$ cat config.mk
export PLATFORM = sky130hd
export DESIGN_NAME = url_percent_decoder_flat
export DESIGN_NICKNAME = d
export VERILOG_FILES = /design/src/sv/upd_pkg.sv /design/src/sv/upd_if.sv /design/src/sv/url_percent_decoder.sv /design/src/sv/upd_core.sv /design/src/sv/upd_out_fifo.sv /design/src/flat_wrapper.sv
export SDC_FILE = /design/constraint.sdc
export NUM_CORES = 1
export LEC_CHECK = 0
export ABC_AREA = 0
export BUFFER_PORTS_ARGS = -buffer_cell sky130_fd_sc_hd__buf_4
export CAP_MARGIN = 20
export CORE_ASPECT_RATIO = 1.5
export CORE_MARGIN = 4
export CORE_UTILIZATION = 54
export DETAILED_ROUTE_END_ITERATION = 8
export GPL_TIMING_DRIVEN = 0
export PLACE_DENSITY = 0.7
export SETUP_SLACK_MARGIN = 0.5
export SYNTH_ARGS = -nofsm -noshare
export SYNTH_HDL_FRONTEND = slang
export SYNTH_SLANG_ARGS = --single-unit
$ cat constraint.sdc
create_clock -name clk -period 4.81 [get_ports clk]
set_input_delay 0.481 -clock clk [delete_from_list [all_inputs] [get_ports clk]]
set_output_delay 0.481 -clock clk [all_outputs]
set_load 0.1 [all_outputs]
$ cat src/sv/upd_pkg.sv
// Shared types, constants and a helper function for the URL percent decoder.
package upd_pkg;

  // Width of the decoded byte counter.
  localparam int CountBits = 16;
  localparam int LimitBits = 16;
  localparam int LenBits   = 16;
  localparam int CmpBits   = (CountBits > LimitBits) ? CountBits : LimitBits;

  localparam logic [LimitBits-1:0] LimitReset = '1;

  // Character codes.
  localparam logic [7:0] CharPlus  = 8'h2B;
  localparam logic [7:0] CharPct   = 8'h25;
  localparam logic [7:0] CharSpace = 8'h20;
  localparam logic [7:0] CharNul   = 8'h00;
  localparam logic [7:0] CharZero  = 8'h30;
  localparam logic [7:0] CharNine  = 8'h39;
  localparam logic [7:0] CharLowA  = 8'h61;
  localparam logic [7:0] CharLowF  = 8'h66;
  localparam logic [7:0] CharUpA   = 8'h41;
  localparam logic [7:0] CharUpF   = 8'h46;
  localparam logic [7:0] HexLetterBase = 8'd10;

  // One result word.
  typedef struct packed {
    logic                is_end;
    logic [7:0]          out_byte;
    logic [LenBits-1:0]  length;
    logic                status;
  } result_t;

  // Results produced by one accepted input word, oldest first.
  typedef struct packed {
    logic    push0;
    logic    push1;
    result_t res0;
    result_t res1;
  } push_t;

  // Hex digit decode: bit 4 set means the byte is not a hex digit.
  function automatic logic [4:0] hex_value(input logic [7:0] c);
    logic [7:0] d;
    d = 8'h00;
    if (c >= CharZero && c <= CharNine) begin
      d = c - CharZero;
      return {1'b0, d[3:0]};
    end else if (c >= CharLowA && c <= CharLowF) begin
      d = c - CharLowA + HexLetterBase;
      return {1'b0, d[3:0]};
    end else if (c >= CharUpA && c <= CharUpF) begin
      d = c - CharUpA + HexLetterBase;
      return {1'b0, d[3:0]};
    end
    return 5'b10000;
  endfunction

endpackage

$ cat src/sv/upd_if.sv
// Handshake interfaces for the input, result and configuration channels.
interface upd_in_if;
  logic       valid;
  logic       ready;
  logic [7:0] in_byte;
  logic       last;
  modport source (output valid, output in_byte, output last, input ready);
  modport sink   (input valid, input in_byte, input last, output ready);
endinterface

interface upd_out_if;
  logic                         valid;
  logic                         ready;
  logic                         is_end;
  logic [7:0]                   out_byte;
  logic [upd_pkg::LenBits-1:0]  length;
  logic                         status;
  modport source (output valid, output is_end, output out_byte, output length,
                  output status, input ready);
  modport sink   (input valid, input is_end, input out_byte, input length,
                  input status, output ready);
endinterface

interface upd_cfg_if;
  logic                           valid;
  logic                           ready;
  logic [upd_pkg::LimitBits-1:0]  data;
  modport source (output valid, output data, input ready);
  modport sink   (input valid, input data, output ready);
endinterface

$ cat src/sv/url_percent_decoder.sv
// Each result word is registered into the result queue when its source word is accepted.
// Throughput: one source word per cycle while the four-entry result queue has two
//   free places; the last word of a stream with a data byte yields two results,
//   which the queue drains at one word per cycle while the sink is ready.
// Reset: synchronous rst clears decode state and the queue; out_limit returns to 65535.
// Top level of the URL percent decoder.
module url_percent_decoder (
  input  logic        clk,
  input  logic        rst,
  upd_in_if.sink      src,
  upd_out_if.source   dst,
  upd_cfg_if.sink     cfg
);

  logic [upd_pkg::LimitBits-1:0]  out_limit;
  logic                           accept;
  logic                           room;
  upd_pkg::push_t                 push;

  assign src.ready = room;
  assign accept    = src.valid && room;
  assign cfg.ready = 1'b1;

  // Hold the output limit register.
  always_ff @(posedge clk) begin
    if (rst) begin
      out_limit <= upd_pkg::LimitReset;
    end else if (cfg.valid) begin
      out_limit <= cfg.data;
    end
  end

  upd_core u_core (
    .clk       (clk),
    .rst       (rst),
    .accept    (accept),
    .in_byte   (src.in_byte),
    .last      (src.last),
    .out_limit (out_limit),
    .push      (push)
  );

  upd_out_fifo u_fifo (
    .clk  (clk),
    .rst  (rst),
    .push (push),
    .room (room),
    .dst  (dst)
  );

endmodule

$ cat src/sv/upd_core.sv
// Decode state machine: turns one source word into up to two result words.
module upd_core (
  input  logic                            clk,
  input  logic                            rst,
  input  logic                            accept,
  input  logic [7:0]                      in_byte,
  input  logic                            last,
  input  logic [upd_pkg::LimitBits-1:0]   out_limit,
  output upd_pkg::push_t                  push
);

  typedef enum logic [1:0] {
    PH_NORMAL,
    PH_PCT,
    PH_HEX1,
    PH_STOP
  } phase_t;

  phase_t                          phase, phase_next;
  logic [3:0]                      high_nibble, high_nibble_next;
  logic [upd_pkg::CountBits-1:0]   out_count, out_count_next;
  logic                            error_flag, error_flag_next;

  logic                            emit;
  logic [7:0]                      dec_byte;
  logic [4:0]                      hex;
  logic                            at_limit;
  logic [upd_pkg::CountBits-1:0]   count_new;
  logic [upd_pkg::LenBits-1:0]     len_new;
  upd_pkg::result_t                data_res, end_res;

  assign hex      = upd_pkg::hex_value(in_byte);
  assign at_limit = (upd_pkg::CmpBits'(out_count) >= upd_pkg::CmpBits'(out_limit))
                    || (out_count == '1);

  // Decode one byte against the current phase.
  always_comb begin
    phase_next       = phase;
    high_nibble_next = high_nibble;
    error_flag_next  = error_flag;
    emit             = 1'b0;
    dec_byte         = 8'h00;
    case (phase)
      PH_NORMAL: begin
        if (at_limit || in_byte == upd_pkg::CharNul) begin
          phase_next = PH_STOP;
        end else if (in_byte == upd_pkg::CharPlus) begin
          emit     = 1'b1;
          dec_byte = upd_pkg::CharSpace;
        end else if (in_byte == upd_pkg::CharPct) begin
          if (last) begin
            error_flag_next = 1'b1;
            phase_next      = PH_STOP;
          end else begin
            phase_next = PH_PCT;
          end
        end else begin
          emit     = 1'b1;
          dec_byte = in_byte;
        end
      end
      PH_PCT: begin
        if (in_byte == upd_pkg::CharPct) begin
          emit       = 1'b1;
          dec_byte   = upd_pkg::CharPct;
          phase_next = PH_NORMAL;
        end else if (hex[4] || last) begin
          error_flag_next = 1'b1;
          phase_next      = PH_STOP;
        end else begin
          high_nibble_next = hex[3:0];
          phase_next       = PH_HEX1;
        end
      end
      PH_HEX1: begin
        if (hex[4]) begin
          error_flag_next = 1'b1;
          phase_next      = PH_STOP;
        end else begin
          emit       = 1'b1;
          dec_byte   = {high_nibble, hex[3:0]};
          phase_next = PH_NORMAL;
        end
      end
      default: begin
        phase_next = PH_STOP;
      end
    endcase
  end

  // Count and build the result words.
  always_comb begin
    count_new = emit ? out_count + 1'b1 : out_count;
    len_new   = upd_pkg::LenBits'(upd_pkg::CmpBits'(count_new));

    data_res.is_end   = 1'b0;
    data_res.out_byte = dec_byte;
    data_res.length   = len_new;
    data_res.status   = 1'b0;

    end_res.is_end    = 1'b1;
    end_res.out_byte  = 8'h00;
    end_res.length    = len_new;
    end_res.status    = error_flag_next;

    push.push0 = accept && (emit || last);
    push.push1 = accept && emit && last;
    push.res0  = emit ? data_res : end_res;
    push.res1  = end_res;

    out_count_next = count_new;
    // Clear for the next stream after the end record.
    if (last) begin
      out_count_next = '0;
    end
  end

  // Hold state; advance on each accepted word.
  always_ff @(posedge clk) begin
    if (rst) begin
      phase       <= PH_NORMAL;
      high_nibble <= 4'h0;
      out_count   <= '0;
      error_flag  <= 1'b0;
    end else if (accept) begin
      out_count <= out_count_next;
      if (last) begin
        phase       <= PH_NORMAL;
        high_nibble <= 4'h0;
        error_flag  <= 1'b0;
      end else begin
        phase       <= phase_next;
        high_nibble <= high_nibble_next;
        error_flag  <= error_flag_next;
      end
    end
  end

endmodule

$ cat src/sv/upd_out_fifo.sv
// Four-entry result queue: takes up to two words per cycle, gives one while the sink is ready.
module upd_out_fifo (
  input  logic              clk,
  input  logic              rst,
  input  upd_pkg::push_t    push,
  output logic              room,
  upd_out_if.source         dst
);

  upd_pkg::result_t   mem [4];
  logic [1:0]         wr_ptr, rd_ptr;
  logic [2:0]         count, count_next;
  logic               pop;
  logic [1:0]         n_push;

  assign pop    = dst.valid && dst.ready;
  assign n_push = {1'b0, push.push0} + {1'b0, push.push1};
  // Leave space for two words whatever the sink does.
  assign room   = (count <= 3'd2);

  assign dst.valid    = (count != 3'd0);
  assign dst.is_end   = mem[rd_ptr].is_end;
  assign dst.out_byte = mem[rd_ptr].out_byte;
  assign dst.length   = mem[rd_ptr].length;
  assign dst.status   = mem[rd_ptr].status;

  always_comb begin
    count_next = count + {1'b0, n_push} - {2'b00, pop};
  end

  // Store pushed words.
  always_ff @(posedge clk) begin
    if (push.push0) begin
      mem[wr_ptr] <= push.res0;
    end
    if (push.push1) begin
      mem[wr_ptr + 2'd1] <= push.res1;
    end
  end

  // Advance pointers and fill count.
  always_ff @(posedge clk) begin
    if (rst) begin
      wr_ptr <= 2'd0;
      rd_ptr <= 2'd0;
      count  <= 3'd0;
    end else begin
      wr_ptr <= wr_ptr + n_push;
      if (pop) begin
        rd_ptr <= rd_ptr + 2'd1;
      end
      count <= count_next;
    end
  end

endmodule
$ cat src/flat_wrapper.sv
// flat-port wrapper written by rule: the top's interface ports become plain ports
module url_percent_decoder_flat 
  (clk, rst, src_valid, src_in_byte, src_last, src_ready, dst_valid, dst_is_end, dst_out_byte, dst_length, dst_status, dst_ready, cfg_valid, cfg_data, cfg_ready);
  upd_in_if src_i ();
  upd_out_if dst_i ();
  upd_cfg_if cfg_i ();
  input  logic clk;
  input  logic rst;
  input wire logic [$bits(src_i.valid)-1:0] src_valid;
  input wire logic [$bits(src_i.in_byte)-1:0] src_in_byte;
  input wire logic [$bits(src_i.last)-1:0] src_last;
  output wire logic [$bits(src_i.ready)-1:0] src_ready;
  output wire logic [$bits(dst_i.valid)-1:0] dst_valid;
  output wire logic [$bits(dst_i.is_end)-1:0] dst_is_end;
  output wire logic [$bits(dst_i.out_byte)-1:0] dst_out_byte;
  output wire logic [$bits(dst_i.length)-1:0] dst_length;
  output wire logic [$bits(dst_i.status)-1:0] dst_status;
  input wire logic [$bits(dst_i.ready)-1:0] dst_ready;
  input wire logic [$bits(cfg_i.valid)-1:0] cfg_valid;
  input wire logic [$bits(cfg_i.data)-1:0] cfg_data;
  output wire logic [$bits(cfg_i.ready)-1:0] cfg_ready;
  assign src_i.valid = src_valid;
  assign src_i.in_byte = src_in_byte;
  assign src_i.last = src_last;
  assign src_ready = src_i.ready;
  assign dst_valid = dst_i.valid;
  assign dst_is_end = dst_i.is_end;
  assign dst_out_byte = dst_i.out_byte;
  assign dst_length = dst_i.length;
  assign dst_status = dst_i.status;
  assign dst_i.ready = dst_ready;
  assign cfg_i.valid = cfg_valid;
  assign cfg_i.data = cfg_data;
  assign cfg_ready = cfg_i.ready;
  url_percent_decoder u_core (.clk(clk), .rst(rst), .src(src_i), .dst(dst_i), .cfg(cfg_i));
endmodule
* Word-level counts from Yosys, hierarchy flattened *
Memories as Yosys holds them, arrays and structs flattened. A register that Yosys moved wholly into a read port is not among the register bits.
Cells that the tools add are included.

operators by class
  $add $sub $neg = 12
  magnitude comparators = 8
  equality and inequality tests = 9
  mux-type cells = 49
  reduce and logical (&&, ||, !) cells = 18

operators by type and width
  cell                                                                count
  two-way mux 16 bit                                                  2
  two-way mux 8 bit                                                   4
  two-way mux 26 bit                                                  1
  one-hot mux 8 bit (3 select lines)                                  1
  two-way mux 1 bit                                                   21
  two-way mux 5 bit                                                   4
  adder 16 x 1 -> 16 bit (second input constant)                      1
  == test 16 bit (second input constant)                              1
  == test 8 x 6 -> 1 bit (second input constant)                      2
  greater-or-equal comparator 16 bit                                  1
  greater-or-equal comparator 8 x 7 -> 1 bit (second input constant)  2
  less-or-equal comparator 8 x 7 -> 1 bit (second input constant)     2
  two-way mux 2 bit                                                   8
  two-way mux 4 bit                                                   4
  subtractor 4 x 1 -> 4 bit (second input constant)                   3
  adder 4 bit (second input constant)                                 2
  greater-or-equal comparator 8 x 6 -> 1 bit (second input constant)  1
  less-or-equal comparator 8 x 6 -> 1 bit (second input constant)     1
  logical AND 1 bit                                                   8
  logical NOT 8 bit                                                   1
  inequality test 4 bit (second input constant)                       2
  two-way mux 6 bit                                                   1
  one-hot mux 1 bit (3 select lines)                                  2
  one-hot mux 2 bit (3 select lines)                                  1
  15 further kinds                                                    20

word-level totals
  register bits after elaboration = 46
  bits in writable memories = 104
  input bits = 30
  logic and storage cells = 105
  memories = 1

memories
  memory             words  width  rd ports  clocked after memory_dff  wr ports  line                source
  u_core.u_fifo.mem  4      26     1         1                         2         upd_out_fifo.sv:10  upd_pkg::result_t mem [4];

* Logic depth before layout (Yosys ltp) *
  depth after elaboration = 13
  mapped depth = 19
  gate-level depth less buffers = 16

* Cells and area by module *
A second synthesis with hierarchy kept.

unflattened totals
  cells, all modules = 691
  area total of the unflattened synthesis = 8710.9 um^2

by module, submodules not included
  module               instances  cells each  area each (um^2)
  upd_out_fifo         1          301         5531.6
  upd_core             1          334         2562.5
  url_percent_decoder  1          56          616.8

* Least setup slack after synthesis *
No wires, ideal clock.

  path kind = register to register
  start point = reg u_core.u_fifo.count[0]
  end point = reg u_core.u_fifo.count[1]
  library setup time = 0.128 ns
  arrival = 4.136 ns
  data required time = 4.682 ns
  setup slack = 0.546 ns
  cell stages (with the launch flop) = 13
  path buffers = 2
  clock period less this slack = 4.264 ns
  cell sequence = dfxtp_1 > a21oi_1 > and2_1 > clkbuf_1 > o31ai_2 > inv_2 > buf_2 > ha_1 > or2_2 > nand2_1 > ha_1 > fa_1 > nor2b_1

between the ends
  cells in the longest elaborated chain, start to end = 7

ends and longest elaborated chain
  element                                      line                       source
  from (decl)                                  upd_out_fifo.sv:12         logic [2:0] count, count_next;
  from (signal assigned)                       upd_out_fifo.sv:52         count <= count_next;
  less-or-equal comparator 3 x 2 -> 1 bit (*)  upd_out_fifo.sv:19         assign room = (count <= 3'd2);
  named net src_ready                          flat_wrapper.sv:12         output wire logic [$bits(src_i.ready)-1:0] src_ready;
  logical AND 1 bit (*)                        url_percent_decoder.sv:21  assign accept = src.valid && room;
  logical AND 1 bit (2 in series)              upd_core.sv:107            push.push1 = accept && emit && last;
  adder 1 x 1 -> 2 bit (*)                     upd_out_fifo.sv:17         assign n_push = {1'b0, push.push0} + {1'b0, push.push1};
  adder 3 x 2 -> 3 bit (*)                     upd_out_fifo.sv:28         count_next = count + {1'b0, n_push} - {2'b00, pop};
  subtractor 3 x 1 -> 3 bit (*)                upd_out_fifo.sv:28
  named net u_core.u_fifo.count_next[1]        upd_out_fifo.sv:12

The timed path passes the listed nets; every way through them passes the cells marked *.
A chain may end at the register's enable or synchronous reset.

* Worst setup path after layout *
  start point = reg u_core.u_core.out_count[7] (netlist name)
  end point = reg u_core.u_fifo.count[1]

between the ends
  cells in the longest elaborated chain, start to end = 10

ends and longest elaborated chain
  element                                                               line                              source
  from (decl)                                                           upd_core.sv:21                    logic [upd_pkg::CountBits-1:0] out_count, out_count_next;
  from (signal assigned)                                                upd_core.sv:126                   out_count <= out_count_next;
  greater-or-equal comparator 16 bit or == test 16 bit (tied branches)  upd_core.sv:33, upd_core.sv:34
  logical OR 1 bit (*)                                                  upd_core.sv:34                    || (out_count == '1);
  logical OR 1 bit (*)                                                  upd_core.sv:45                    if (at_limit || in_byte == upd_pkg::CharNul) begin
  two-way mux 1 bit (*)                                                 upd_core.sv:45
  one-hot mux 1 bit (3 select lines) (*)                                upd_core.sv:43                    case (phase)
  logical OR 1 bit or logical AND 1 bit (tied branches)                 upd_core.sv:106, upd_core.sv:107
  logical AND 1 bit (on tied branches)                                  upd_core.sv:106, upd_core.sv:107
  adder 1 x 1 -> 2 bit (*)                                              upd_out_fifo.sv:17
  adder 3 x 2 -> 3 bit (*)                                              upd_out_fifo.sv:28
  subtractor 3 x 1 -> 3 bit (*)                                         upd_out_fifo.sv:28
  named net u_core.u_fifo.count_next[1]                                 upd_out_fifo.sv:12

Marks and branches as above.

==> out/qor.txt <==
Status - finished, final reports clean
Skew-Pair Late Insertion Delay - 0.43 ns
Antenna violations before repair - 0
Max FO, Critical Path - 10
Synth top area cells - edfxtp_1 27%, dfxtp_1 22%, mux4_2 7.6%
Initial Util - 0.550
Clk_skew - 0.00768 ns
# IOs - 59
Post-synthesis sequential area ratio - 0.483
VDD IR max - 0.425 mV
Worst Hold Slack - 0.272 ns
Pwr Total - 5.71 mW
Ys Warns - 0
CTS buffer count - 17
Syn_area_per_cell - 10.5 µm²
ANT nets after route - 0
Critical Path AT - 4.42 ns
Pre-CTS WS - 0.248 ns
Vias - 5,952
CTS tree - done
CP endpoint kind - flip-flop
Final slew viol count - 0
Relative slew slack - 0.333
Clock root buffer - clkbuf_16
Synth async-reset ratio - 0
Mapped Nets - 787
Largest area contributor in the netlist - edfxtp_1
Critical path type - reg2reg
Final Cycle Share - 0.858
Layout cells sized above 1 - 0.198
Core area - 14,000 µm²
CTS max path bufs - 2
Synth Register Bits - 152
Top cell type's share of synthesized area - 0.265
DR pass1 iterations - 6
H-tree depth - 4
Fin crit period - 4.13 ns
Most common cell in the netlist - nor2_1
Dpl hpwl - 13.6 mm
Unrepaired setup endpoints after global routing - false
Global-route wire length before repair - 30.6 mm
Via density per instance - 5.89
Antenna Cells - 0
GRT Total Usage - 0.234
Top cells by instance count after synthesis - 109 x nor2_1, 84 x dfxtp_1, 68 x edfxtp_1
Crit start category - flip-flop
Number of global-route vias before repair - 5,979
Mapped Cells - 732
FP Rows - 53
Number of max-cap violations - 0
R2R cell count - 15
Number of synthesized flops with an enable pin - 68
Cell Area, Synth - 7700 µm²
Nets@finish - 861
Pwr dens - 635 nW/µm²
DIE WIDTH - 106 µm
Slew @ Worst Pin - 1.00 ns
Yosys cell types - 73
Final Hold Vio Count - 0
Fmax - 242 MHz
Core Util, Final - 0.642
Hold path cells - 3
# DRC - 0
Top FF cell, synth - dfxtp_1
Die area - 16,300 µm²
GPL Wtd Cong - 0.908
Leak Pwr - 3.41 nW
Path category of the worst min-delay check - in2reg
Worst-path clk slew - 0.07 ns
CP required - 5.10 ns
Wire length per cell - 18.5 µm
Grt ovf - 0
Setup TNS - 0 ns
CTS Sinks - 152
Pin count of the biggest net entering global routing - 18
Chip Height - 154 µm
Final WS setup - 0.683 ns
Setup violators final - 0
I/O Buffers - 54
DRT iter0 DRCs - 422
Routed wire length - 18.7 mm
Area grow syn2layout - 16.7%
## sequential cells by signal, indices dropped and copies added, names as in the netlist, named ones only
signal,cells
u_core.u_core.out_count,16
u_core.u_core.high_nibble,4
u_core.u_core.phase,2
u_core.u_fifo.rd_ptr,2
u_core.out_limit,16
u_core.u_fifo.wr_ptr,2
u_core.u_fifo.count,3
u_core.u_fifo.mem,104
u_core.u_core.error_flag,1
## final timing paths
kind,startpoint,to,slack [ns]
hold / removal,cfg_data[11],u_core.out_limit[11],0.27
hold reg to reg,u_core.u_fifo.mem[2][24],u_core.u_fifo.mem[2][24],0.46
setup / recovery,u_core.u_core.out_count[7],u_core.u_fifo.count[1],0.68
setup reg to reg,u_core.u_core.out_count[7],u_core.u_fifo.count[1],0.68
## metal layers
layer / GRT usage / share of wire / up-vias
met5: 0 / 0 / -
met4: 0.0704 / 0.019 / 0
met3: 0.0376 / 0.045 / 29
met2: 0.424 / 0.53 / 194
met1: 0.286 / 0.41 / 2900
li1: - / - / 2829
## per-stage QoR
stage | instances | instance area (µm²)
5_1_grt | 1011 | 8990
2_1_floorplan | 732 | 7700
3_5_place_dp | 978 | 8350
4_1_cts | 1010 | 8940
3_3_place_gp | 978 | 8350
6_report | 1011 | 8990
## layout make-up
type | count | area (µm²)
repair buffers | 55 | 413
well taps | 192 | 240
clock buffers | 17 | 425
fillers | 1122 | 5000
plain buffers | 46 | 255
flip-flops and latches | 152 | 3720
clock inverters | 15 | 164
inverters | 32 | 120
multi-input cells | 502 | 3650
## cell families (layout without fill, tap and decap cells)
family | after synthesis | in the layout | synth area share
buffers and inverters | 78 | 165 | 0.0479
AND/OR/NAND/NOR | 285 | 285 | 0.179
multiplexers | 38 | 38 | 0.0918
other | 1 | 1 | 0.000487
adder cells (fa/ha/maj) | 25 | 25 | 0.0416
flip-flops | 152 | 152 | 0.483
XOR/XNOR | 24 | 24 | 0.0273
AO/OA/AOI/OAI | 129 | 129 | 0.129
## worst max-delay path, stage by stage, from the launching register on
cell and delay [ns]:
dfxtp_1 0.51, ha_1 0.31, and3_1 0.19, a221o_1 0.35, a21o_1 0.20, nor3_4 0.27
buf_6 0.21, o31ai_4 0.09, inv_2 0.17, clkbuf_4 0.23, ha_1 0.31, or2_2 0.35
nand2_1 0.08, ha_1 0.16, fa_1 0.42, nor2b_1 0.14
## timing repair
action | in CTS | in global routing
pin swaps | 0 | 1
hold buffers | 0 | 0
resized for setup | 1 | 8
setup endpoints to repair | 1 | 2
setup buffers | 0 | 1
## power breakdown
part | internal, mW | total, mW | switching [mW]
clock | 0.773 | 1.34 | 0.566
sequential | 1.69 | 1.82 | 0.128
combinational | 0.698 | 2.55 | 1.86
## cell usage in the layout (no fill, tap or decap), types with 5 or more instances in the layout
master,netlist,layout
nor2_1,109,109
dfxtp_1,84,83
edfxtp_1,68,68
buf_4,8,62
nand2_1,59,59
inv_1,31,31
mux4_2,26,26
nand3_1,24,24
ha_1,24,24
clkbuf_1,22,22
o21ai_0,20,20
o211ai_1,19,19
clkbuf_16,0,17
a21oi_1,16,16
xor2_1,16,16
nor3_1,15,13
nor2b_1,11,11
mux2i_1,11,11
nor4_1,11,11
a211oi_1,10,10
a311o_1,10,10
and4_1,9,9
xnor2_1,8,8
or3_1,8,7
buf_2,7,6
a21o_1,6,6
buf_6,5,6
a31oi_1,6,6
o211a_1,5,5
nand2b_1,5,5
a22oi_1,5,5
inv_6,0,5
No activity file was read; power rests on OpenSTA's default activity.
